--- src/hw/rtl/iehw_pkg.sv ---
// ----------------------------------------------------------------------------
// IPv6 extension header walker package
// Shared types, protocol numbers and the next-header classifier.
// ----------------------------------------------------------------------------
`default_nettype none

package iehw_pkg;

    localparam int QUEUE_DEPTH = 4;

    // Next-header protocol numbers
    localparam logic [7:0] NH_HOPOPT   = 8'd0;
    localparam logic [7:0] NH_ROUTING  = 8'd43;
    localparam logic [7:0] NH_FRAGMENT = 8'd44;
    localparam logic [7:0] NH_AH       = 8'd51;
    localparam logic [7:0] NH_DSTOPTS  = 8'd60;
    localparam logic [7:0] NH_MOBILITY = 8'd135;
    localparam logic [7:0] NH_HIP      = 8'd139;
    localparam logic [7:0] NH_SHIM6    = 8'd140;
    localparam logic [7:0] NH_TEST1    = 8'd253;
    localparam logic [7:0] NH_TEST2    = 8'd254;

    // Base header and jumbo option layout
    localparam logic [15:0] POS_PLEN_HI   = 16'd4;
    localparam logic [15:0] POS_PLEN_LO   = 16'd5;
    localparam logic [15:0] POS_NEXT_HDR  = 16'd6;
    localparam logic [15:0] POS_BASE_LAST = 16'd39;
    localparam logic [15:0] POS_OPT_TYPE  = 16'd42;
    localparam logic [15:0] POS_OPT_LEN   = 16'd43;
    localparam logic [15:0] POS_JUMBO_0   = 16'd44;
    localparam logic [15:0] POS_JUMBO_3   = 16'd47;
    localparam logic [15:0] BASE_HDR_LEN  = 16'd40;
    localparam logic [15:0] OFFSET_MAX    = 16'hFFFF;
    localparam logic [7:0]  OPT_JUMBO     = 8'd194;
    localparam logic [7:0]  OPT_JUMBO_LEN = 8'd4;

    typedef enum logic [1:0] {
        STATUS_OK    = 2'd0,
        STATUS_TRUNC = 2'd1,
        STATUS_JUMBO = 2'd2
    } status_t;

    typedef enum logic [1:0] {
        KIND_UPPER,
        KIND_EXT,
        KIND_FRAG,
        KIND_AH
    } hdr_kind_t;

    // Classified byte passed from front to back
    typedef struct packed {
        logic [15:0] pos;
        logic [7:0]  data;
        logic        last;
        logic        nh_load;
        logic        end_load;
        logic [32:0] end_value;
        logic        jumbo_err;
    } walk_item_t;

    typedef struct packed {
        status_t     status;
        logic [15:0] header_length;
        logic [7:0]  upper_protocol;
    } walk_result_t;

    function automatic hdr_kind_t hdr_kind(input logic [7:0] nh);
        hdr_kind_t k;
        unique case (nh) inside
            NH_HOPOPT, NH_ROUTING, NH_DSTOPTS, NH_MOBILITY, NH_HIP, NH_SHIM6,
            NH_TEST1, NH_TEST2: k = KIND_EXT;
            NH_FRAGMENT:        k = KIND_FRAG;
            NH_AH:              k = KIND_AH;
            default:            k = KIND_UPPER;
        endcase
        return k;
    endfunction

endpackage

`default_nettype wire

--- src/hw/rtl/iehw_front.sv ---
// ----------------------------------------------------------------------------
// IPv6 extension header walker - front end
// Counts byte offsets, collects the payload length and checks the jumbo
// option, tagging each byte for the back end.
// ----------------------------------------------------------------------------
`default_nettype none

module iehw_front (
    input  wire logic               aclk,
    input  wire logic               aresetn,
    input  wire logic               accept,
    input  wire logic [7:0]         data_byte,
    input  wire logic               last_byte,
    output iehw_pkg::walk_item_t    item
);
    import iehw_pkg::*;

    logic [15:0] offset_reg, offset_next;
    logic [15:0] plen_reg, plen_next;
    logic        nh_zero_reg, nh_zero_next;
    logic        pending_reg, pending_next;
    logic [23:0] acc_reg, acc_next;

    always_comb begin
        logic [15:0] pos;
        logic [31:0] jumbo;
        pos   = offset_reg;
        jumbo = {acc_reg, data_byte};

        item           = '0;
        item.pos       = pos;
        item.data      = data_byte;
        item.last      = last_byte;
        item.nh_load   = (pos == POS_NEXT_HDR);

        offset_next  = (offset_reg == OFFSET_MAX) ? offset_reg : offset_reg + 16'd1;
        plen_next    = plen_reg;
        nh_zero_next = nh_zero_reg;
        pending_next = pending_reg;
        acc_next     = acc_reg;

        if (pos == POS_PLEN_HI) begin
            plen_next[15:8] = data_byte;
        end
        if (pos == POS_PLEN_LO) begin
            plen_next[7:0] = data_byte;
        end
        if (pos == POS_NEXT_HDR) begin
            nh_zero_next = (data_byte == NH_HOPOPT);
        end

        if (pos == POS_BASE_LAST) begin
            if (plen_reg != 16'd0) begin
                item.end_load  = 1'b1;
                item.end_value = {17'd0, BASE_HDR_LEN} + {17'd0, plen_reg};
            end else if (!nh_zero_reg) begin
                item.jumbo_err = 1'b1;
            end else begin
                pending_next = 1'b1;
            end
        end

        // jumbo option must sit first in the hop-by-hop header
        if (pending_reg && pos >= POS_OPT_TYPE && pos <= POS_JUMBO_3) begin
            if (pos == POS_OPT_TYPE) begin
                if (data_byte != OPT_JUMBO) begin
                    item.jumbo_err = 1'b1;
                    pending_next   = 1'b0;
                end
            end else if (pos == POS_OPT_LEN) begin
                if (data_byte != OPT_JUMBO_LEN) begin
                    item.jumbo_err = 1'b1;
                    pending_next   = 1'b0;
                end
            end else if (pos == POS_JUMBO_3) begin
                pending_next = 1'b0;
                if (jumbo == 32'd0) begin
                    item.jumbo_err = 1'b1;
                end else begin
                    item.end_load  = 1'b1;
                    item.end_value = {17'd0, BASE_HDR_LEN} + {1'b0, jumbo};
                end
            end else begin
                acc_next = jumbo[23:0];
            end
        end

        if (pos < POS_JUMBO_0) begin
            acc_next = '0;
        end

        if (last_byte) begin
            offset_next  = '0;
            plen_next    = '0;
            nh_zero_next = 1'b0;
            pending_next = 1'b0;
            acc_next     = '0;
        end
    end

    always_ff @(posedge aclk) begin
        if (!aresetn) begin
            offset_reg  <= '0;
            plen_reg    <= '0;
            nh_zero_reg <= 1'b0;
            pending_reg <= 1'b0;
            acc_reg     <= '0;
        end else if (accept) begin
            offset_reg  <= offset_next;
            plen_reg    <= plen_next;
            nh_zero_reg <= nh_zero_next;
            pending_reg <= pending_next;
            acc_reg     <= acc_next;
        end
    end

endmodule

`default_nettype wire

--- src/hw/rtl/iehw_queue.sv ---
// ----------------------------------------------------------------------------
// IPv6 extension header walker - item queue
// Short first-in first-out queue between front and back end.
// ----------------------------------------------------------------------------
`default_nettype none

module iehw_queue (
    input  wire logic               aclk,
    input  wire logic               aresetn,
    input  wire logic               wr_en,
    input  iehw_pkg::walk_item_t    wr_item,
    output logic                    full,
    input  wire logic               rd_en,
    output iehw_pkg::walk_item_t    rd_item,
    output logic                    not_empty
);
    import iehw_pkg::*;

    localparam int PTR_W = $clog2(QUEUE_DEPTH);
    localparam int CNT_W = $clog2(QUEUE_DEPTH + 1);

    walk_item_t             entry_reg [QUEUE_DEPTH];
    logic [PTR_W-1:0]       wr_ptr_reg, wr_ptr_next;
    logic [PTR_W-1:0]       rd_ptr_reg, rd_ptr_next;
    logic [CNT_W-1:0]       count_reg, count_next;

    assign full      = (count_reg == CNT_W'(QUEUE_DEPTH));
    assign not_empty = (count_reg != '0);
    assign rd_item   = entry_reg[rd_ptr_reg];

    always_comb begin
        wr_ptr_next = wr_en ? wr_ptr_reg + PTR_W'(1) : wr_ptr_reg;
        rd_ptr_next = rd_en ? rd_ptr_reg + PTR_W'(1) : rd_ptr_reg;
        count_next  = count_reg;
        if (wr_en && !rd_en) begin
            count_next = count_reg + CNT_W'(1);
        end else if (!wr_en && rd_en) begin
            count_next = count_reg - CNT_W'(1);
        end
    end

    always_ff @(posedge aclk) begin
        if (wr_en) begin
            entry_reg[wr_ptr_reg] <= wr_item;
        end
    end

    always_ff @(posedge aclk) begin
        if (!aresetn) begin
            wr_ptr_reg <= '0;
            rd_ptr_reg <= '0;
            count_reg  <= '0;
        end else begin
            wr_ptr_reg <= wr_ptr_next;
            rd_ptr_reg <= rd_ptr_next;
            count_reg  <= count_next;
        end
    end

endmodule

`default_nettype wire

--- src/hw/rtl/iehw_back.sv ---
// ----------------------------------------------------------------------------
// IPv6 extension header walker - back end
// Walks the extension header chain one header step per byte and holds
// the result in an output register.
// ----------------------------------------------------------------------------
`default_nettype none

module iehw_back (
    input  wire logic               aclk,
    input  wire logic               aresetn,
    input  wire logic               in_valid,
    input  iehw_pkg::walk_item_t    in_item,
    output logic                    in_take,
    output logic                    out_valid,
    input  wire logic               out_ready,
    output iehw_pkg::walk_result_t  out_result
);
    import iehw_pkg::*;

    localparam logic [16:0] SAT_LIMIT = 17'd65535;

    logic [15:0]   hs_reg, hs_next;
    logic [7:0]    cnh_reg, cnh_next;
    logic [7:0]    ext_nb_reg, ext_nb_next;
    logic [7:0]    ext_lb_reg, ext_lb_next;
    logic [32:0]   pe_reg, pe_next;
    logic          pe_known_reg, pe_known_next;
    logic          decided_reg, decided_next;
    logic          out_valid_reg, out_valid_next;
    walk_result_t  out_res_reg, out_res_next;

    assign in_take    = in_valid && (!out_valid_reg || out_ready);
    assign out_valid  = out_valid_reg;
    assign out_result = out_res_reg;

    always_comb begin
        logic [7:0]   cnh;
        logic [7:0]   nb;
        logic [7:0]   lb;
        logic [32:0]  pe;
        logic         known;
        logic         emit;
        walk_result_t res;
        hdr_kind_t    kind;
        logic         ready_adv;
        logic [8:0]   lb_plus2;
        logic [16:0]  ns;

        hs_next        = hs_reg;
        cnh_next       = cnh_reg;
        ext_nb_next    = ext_nb_reg;
        ext_lb_next    = ext_lb_reg;
        pe_next        = pe_reg;
        pe_known_next  = pe_known_reg;
        decided_next   = decided_reg;
        out_res_next   = out_res_reg;
        out_valid_next = out_ready ? 1'b0 : out_valid_reg;

        cnh      = in_item.nh_load ? in_item.data : cnh_reg;
        nb       = (in_item.pos == hs_reg) ? in_item.data : ext_nb_reg;
        lb       = ({1'b0, in_item.pos} == {1'b0, hs_reg} + 17'd1) ? in_item.data
                                                                    : ext_lb_reg;
        pe       = in_item.end_load ? in_item.end_value : pe_reg;
        known    = pe_known_reg || in_item.end_load;
        kind     = hdr_kind(cnh);
        lb_plus2 = {1'b0, lb} + 9'd2;
        emit     = 1'b0;
        res      = '0;
        ns       = '0;

        unique case (kind)
            KIND_FRAG: begin
                ready_adv = (in_item.pos >= hs_reg);
                ns        = {1'b0, hs_reg} + 17'd8;
            end
            KIND_AH: begin
                ready_adv = (in_item.pos > hs_reg);
                ns        = {1'b0, hs_reg} + {6'd0, lb_plus2, 2'b00};
            end
            KIND_EXT: begin
                ready_adv = (in_item.pos > hs_reg);
                ns        = {1'b0, hs_reg} + {6'd0, lb, 3'b000} + 17'd8;
            end
            default: begin
                ready_adv = 1'b0;
            end
        endcase

        if (in_take && !decided_reg) begin
            cnh_next      = cnh;
            ext_nb_next   = nb;
            ext_lb_next   = lb;
            pe_next       = pe;
            pe_known_next = known;

            if (in_item.jumbo_err) begin
                emit       = 1'b1;
                res.status = STATUS_JUMBO;
            end else if (known) begin
                if ({17'd0, hs_reg} >= pe || kind == KIND_UPPER) begin
                    emit               = 1'b1;
                    res.upper_protocol = cnh;
                    res.header_length  = hs_reg;
                    res.status         = STATUS_OK;
                end else if (ready_adv) begin
                    // step over this header, then look at the next one
                    cnh_next = nb;
                    if (ns >= SAT_LIMIT) begin
                        emit               = 1'b1;
                        res.upper_protocol = nb;
                        res.header_length  = SAT_LIMIT[15:0];
                        res.status         = STATUS_OK;
                    end else begin
                        hs_next = ns[15:0];
                        if ({16'd0, ns} >= pe || hdr_kind(nb) == KIND_UPPER) begin
                            emit               = 1'b1;
                            res.upper_protocol = nb;
                            res.header_length  = ns[15:0];
                            res.status         = STATUS_OK;
                        end
                    end
                end
            end

            if (in_item.last && !emit) begin
                emit       = 1'b1;
                res        = '0;
                res.status = STATUS_TRUNC;
            end

            if (emit) begin
                decided_next   = 1'b1;
                out_valid_next = 1'b1;
                out_res_next   = res;
            end
        end

        // drop all packet state at the end of the packet
        if (in_take && in_item.last) begin
            hs_next       = BASE_HDR_LEN;
            cnh_next      = '0;
            ext_nb_next   = '0;
            ext_lb_next   = '0;
            pe_next       = '0;
            pe_known_next = 1'b0;
            decided_next  = 1'b0;
        end
    end

    always_ff @(posedge aclk) begin
        out_res_reg <= out_res_next;
    end

    always_ff @(posedge aclk) begin
        if (!aresetn) begin
            hs_reg        <= BASE_HDR_LEN;
            cnh_reg       <= '0;
            ext_nb_reg    <= '0;
            ext_lb_reg    <= '0;
            pe_reg        <= '0;
            pe_known_reg  <= 1'b0;
            decided_reg   <= 1'b0;
            out_valid_reg <= 1'b0;
        end else begin
            hs_reg        <= hs_next;
            cnh_reg       <= cnh_next;
            ext_nb_reg    <= ext_nb_next;
            ext_lb_reg    <= ext_lb_next;
            pe_reg        <= pe_next;
            pe_known_reg  <= pe_known_next;
            decided_reg   <= decided_next;
            out_valid_reg <= out_valid_next;
        end
    end

endmodule

`default_nettype wire

--- src/hw/rtl/ipv6_ext_header_walker.sv ---
// ----------------------------------------------------------------------------
// IPv6 extension header walker
// Finds the upper-layer protocol and its offset in a byte-wide IPv6 packet.
// ----------------------------------------------------------------------------
// Usage:
//   s_axis carries the packet one byte per item, base header byte 0 first,
//   with s_axis_tlast on the final byte. m_axis gives one result per packet:
//   upper protocol, header length (saturated at 65535) and status
//   (ok, packet ended early, unsupported jumbo layout).
//   Throughput is one byte per cycle while no result waits on m_axis_tready:
//   the back end takes one queued byte each cycle and advances the chain by
//   at most one header per byte. The deciding byte passes through the queue
//   and then the result register before m_axis_tvalid rises.
//   A four-entry queue between front and back end and the result register
//   let s_axis keep flowing while a result waits; when the queue fills,
//   s_axis_tready drops until m_axis_tready takes the result.
//   Reset (aresetn low, synchronous) empties the queue, drops any waiting
//   result and restarts at byte 0 of a new packet.
// ----------------------------------------------------------------------------
`default_nettype none

module ipv6_ext_header_walker (
    input  wire logic        aclk,
    input  wire logic        aresetn,
    input  wire logic        s_axis_tvalid,
    output logic             s_axis_tready,
    input  wire logic [7:0]  s_axis_tdata,   // [7:0] data_byte
    input  wire logic        s_axis_tlast,
    output logic             m_axis_tvalid,
    input  wire logic        m_axis_tready,
    output logic [31:0]      m_axis_tdata    // [7:0] upper_protocol,
                                             // [23:8] header_length,
                                             // [25:24] status, [31:26] zero
);
    import iehw_pkg::*;

    walk_item_t   front_item;
    walk_item_t   back_item;
    walk_result_t result;
    logic         queue_full;
    logic         queue_not_empty;
    logic         back_take;
    logic         s_accept;

    assign s_axis_tready = !queue_full;
    assign s_accept      = s_axis_tvalid && s_axis_tready;

    iehw_front u_front (
        .aclk      (aclk),
        .aresetn   (aresetn),
        .accept    (s_accept),
        .data_byte (s_axis_tdata),
        .last_byte (s_axis_tlast),
        .item      (front_item)
    );

    iehw_queue u_queue (
        .aclk      (aclk),
        .aresetn   (aresetn),
        .wr_en     (s_accept),
        .wr_item   (front_item),
        .full      (queue_full),
        .rd_en     (back_take),
        .rd_item   (back_item),
        .not_empty (queue_not_empty)
    );

    iehw_back u_back (
        .aclk       (aclk),
        .aresetn    (aresetn),
        .in_valid   (queue_not_empty),
        .in_item    (back_item),
        .in_take    (back_take),
        .out_valid  (m_axis_tvalid),
        .out_ready  (m_axis_tready),
        .out_result (result)
    );

    assign m_axis_tdata = {6'd0, result.status, result.header_length,
                           result.upper_protocol};

endmodule

`default_nettype wire
--- config.mk ---
export PLATFORM = sky130hd
export DESIGN_NAME = ipv6_ext_header_walker
export DESIGN_NICKNAME = d
export VERILOG_FILES = /design/src/hw/rtl/iehw_pkg.sv /design/src/hw/rtl/iehw_front.sv /design/src/hw/rtl/iehw_queue.sv /design/src/hw/rtl/iehw_back.sv /design/src/hw/rtl/ipv6_ext_header_walker.sv
export SDC_FILE = /design/constraint.sdc
export NUM_CORES = 1
export LEC_CHECK = 0
export BUFFER_PORTS_ARGS = -buffer_cell sky130_fd_sc_hd__buf_2
export CORE_ASPECT_RATIO = 0.5
export CORE_UTILIZATION = 60
export DETAILED_ROUTE_END_ITERATION = 10
export PLACE_DENSITY = 0.78
export SYNTH_ARGS = -nofsm -noshare
export SYNTH_HDL_FRONTEND = slang
export SYNTH_SLANG_ARGS = --single-unit
--- constraint.sdc ---
create_clock -name aclk -period 12.1 [get_ports aclk]
set_input_delay 1.21 -clock aclk [delete_from_list [all_inputs] [get_ports aclk]]
set_output_delay 1.21 -clock aclk [all_outputs]
set_load 0.005 [all_outputs]
==> impl_results.md <==
- Status: finished clean
- HP Start: u_back.pe_reg[22]
- Share of cells above drive strength 1: 0.117
- Buffers & Inverters on Critical Path: 2
- P_leak: 7.89 nW
- Synth Warn #: 0
- Cts repair resizes: 0
- Final Hold Fails: 0
- First drt pass iteration count: 6
- Routed WL: 54400 um
- # DRC: 0
- Worst path most repeated cell: a21oi_1
- Post-DP HPWL: 36000 um
- RSZ-0062 raised after global routing: false
- Top_reg_cell synth: edfxtp_1
- Initial antenna violation count: 0
- Std cell rows: 48
- EDFF count, synth: 270
- CP delay by family, top: compound AO/OA/AOI/OAI gates
- Worst Tran Pin Value: 1.22 ns
- WS Path Type: flip-flop to flip-flop
- Max FFs per register: 244
- Setup Buffers After CTS: 0
- Vias in the first global route: 14700
- Wire per inst: 22.5 um
- DIE HEIGHT: 136 um
- Starting Density: 0.616
- WP data arrival: 9.98 ns
- DIE AREA: 36600 um2
- Power per cell area: 209 nW/um2
- # hold bufs at CTS: 0
- Via Count: 15500
- GR Overflow Total: 0
- Final period utilization: 0.803
- Clock Sinks: 413
- Critical path's largest stage delay: 1.04 ns
- Headroom to the max-slew limit: 0.184
- Synthesized area per cell: 11.2 um2
- Clock tree buffer depth: 3
- #FFs+latches synth: 413
- CTS Buf Count: 38
- First-pass GRT wire length: 84000 um
- Max IR drop VDD: 0.130 mV
- Mapped Cells: 1911
- Fin crit period: 9.72 ns
- Worst hold path type: flip-flop to flip-flop
- Synthesized area: 21500 um2
- Total Nets Final: 2017
- Total core area: 34800 um2
- Finish-stage setup viols: 0
- Fmax: 0.103 GHz
- Final WS setup: 2.38 ns
- Max Clock Skew: 0.0261 ns
- Total track usage: 0.301
- TritonCTS clock tree: yes
- Antenna Cells: 0
- Vias per inst: 6.42
- WP data required: 12.35 ns
- Max-cap viol count: 0
- Layout area overhead: 8.26%
- Sequential element share of the synthesized area: 0.511
- Slowest stage cell, crit path: o31ai_4
- Root buffer cell: clkbuf_16
- Distinct cells, synth: 85
- Clock Latency Late Sink: 0.57 ns
- Port Buffers: 40
- Setup TNS: 0 ns
- Initial DRC count: 1797
- Pre-CTS setup slack: 2.49 ns
- CP Capture Type: flip-flop
- Die Wd: 269 um
- Final Wtd Congestion: 0.962
- H-tree levels: 2
- # IOs: 47
- Largest net degree at the start of global routing: 62
- Final slew viol count: 0
- Worst-path clk slew: 0.07 ns
- Crit path launch type: flip-flop
- Final ANT Viol Nets: 0
- Max FO, Critical Path: 39
- Share of synthesized registers carrying an async set or reset: 0
==> worst paths after layout <==
kind	endpoint	slack (ns)	cells past startpoint
setup / recovery	u_back.out_result[5]	2.38	29
hold / removal	u_back.pe_reg[22]	0.46	2
setup reg to reg	u_back.out_result[5]	2.38	29
hold reg to reg	u_back.pe_reg[22]	0.46	2
==> synth_stat cells, types with 4 or more instances <==
cell / count / area share
a211oi_1: 22 / 0.0077
buf_4: 9 / 0.0031
buf_6: 4 / 0.0021
and3_1: 30 / 0.0087
a221oi_1: 5 / 0.0020
or3_1: 12 / 0.0035
clkbuf_1: 73 / 0.013
a21boi_0: 26 / 0.0091
nand3_1: 62 / 0.014
or2_2: 4 / 0.0012
nand4_1: 24 / 0.0070
mux2i_1: 56 / 0.026
nand2b_1: 12 / 0.0035
nand2_1: 212 / 0.037
xor2_1: 46 / 0.019
a21oi_1: 96 / 0.022
dfxtp_1: 143 / 0.13
nor2b_1: 30 / 0.0087
o22ai_1: 25 / 0.0073
mux4_2: 61 / 0.064
and4_1: 7 / 0.0029
a31oi_1: 16 / 0.0047
a21oi_2: 11 / 0.0045
or4_1: 4 / 0.0014
o21ai_0: 47 / 0.011
o211ai_1: 14 / 0.0049
buf_2: 11 / 0.0026
and2_1: 16 / 0.0047
o21a_1: 9 / 0.0031
nor2_1: 124 / 0.022
edfxtp_1: 270 / 0.38
a21o_1: 19 / 0.0066
a22oi_1: 37 / 0.013
mux2_2: 10 / 0.0052
nor3b_1: 12 / 0.0042
nand4b_1: 9 / 0.0037
xnor2_1: 62 / 0.025
buf_1: 4 / 0.00070
ha_1: 88 / 0.051
nor4_1: 28 / 0.0082
nor3_1: 28 / 0.0065
inv_1: 61 / 0.011
==> metal layers <==
layer,global-route usage,share of wire,vias to the layer above,wire (um)
li1,-,-,7149,-
met1,0.415,0.42,7474,22900
met2,0.483,0.46,792,24800
met3,0.0622,0.097,110,5300
met4,0.0909,0.025,0,1350
met5,0,0,-,0
==> area by class of cell <==
cell class                 instances  area (um2)
clock buffer                      46        1000
clock inverter                    24         246
fill                            2542       11600
inverter                          64         240
multi-input combinational       1338        9840
sequential                       413       11000
tap                              475         594
timing repair buffer              58         335
==> report_power, final <==
group | total [W] | internal [W] | leakage (nW) | switching [W]
logic | 0.00177 | 0.000663 | 3.71 | 0.00111
clock network | 0.00122 | 0.000666 | 0.602 | 0.000550
registers | 0.00187 | 0.00174 | 3.58 | 0.000135
==> worst reg2reg max path, delay by kind of cell, from the launching register on <==
kind                       cells  cell delay (ns)
AOI/OAI and AO/OA             13             3.36
xor gates and xnor gates       2             0.34
adders and majority gates      2             0.67
buffers and inverters          2             0.69
DFF                            1             0.88
muxes                          2             0.96
and+or+nand+nor                8             2.54
==> logic make-up after synthesis <==
logic type               Yosys count  share of synthesized area
XOR/XNOR                         108                     0.0441
adder cells (fa/ha/maj)           91                     0.0541
buffers and inverters            165                     0.0325
AO/OA/AOI/OAI                    375                      0.117
multiplexers                     127                     0.0954
flip-flops                       413                      0.511
other                              1                   0.000175
AND/OR/NAND/NOR                  631                      0.145
==> layout by cell type, fill, tap and decap left out, types with 38 or more instances in the layout <==
cell	instances
a21oi_1	95
ha_1	88
mux2i_1	56
buf_2	40
clkbuf_16	38
nor2_1	123
xnor2_1	62
o21ai_0	47
mux4_2	61
xor2_1	46
nand3_1	62
dfxtp_1	141
inv_1	61
nand2_1	211
edfxtp_1	270
==> through the flow <==
stage          cell area (um2)  total power (W)   util  hold slack, ns  instances
2_1_floorplan            21500          0.00314      -           0.434       1916
3_5_place_dp             22000          0.00363  0.631           0.446       2348
4_1_cts                  23200          0.00486  0.667           0.455       2418
6_report                 23200          0.00486  0.667           0.455       2418
3_3_place_gp             22000          0.00360  0.631           0.440       2348
5_1_grt                  23200          0.00512  0.667           0.467       2418
Note: power is estimated with default switching activity, not from simulation.
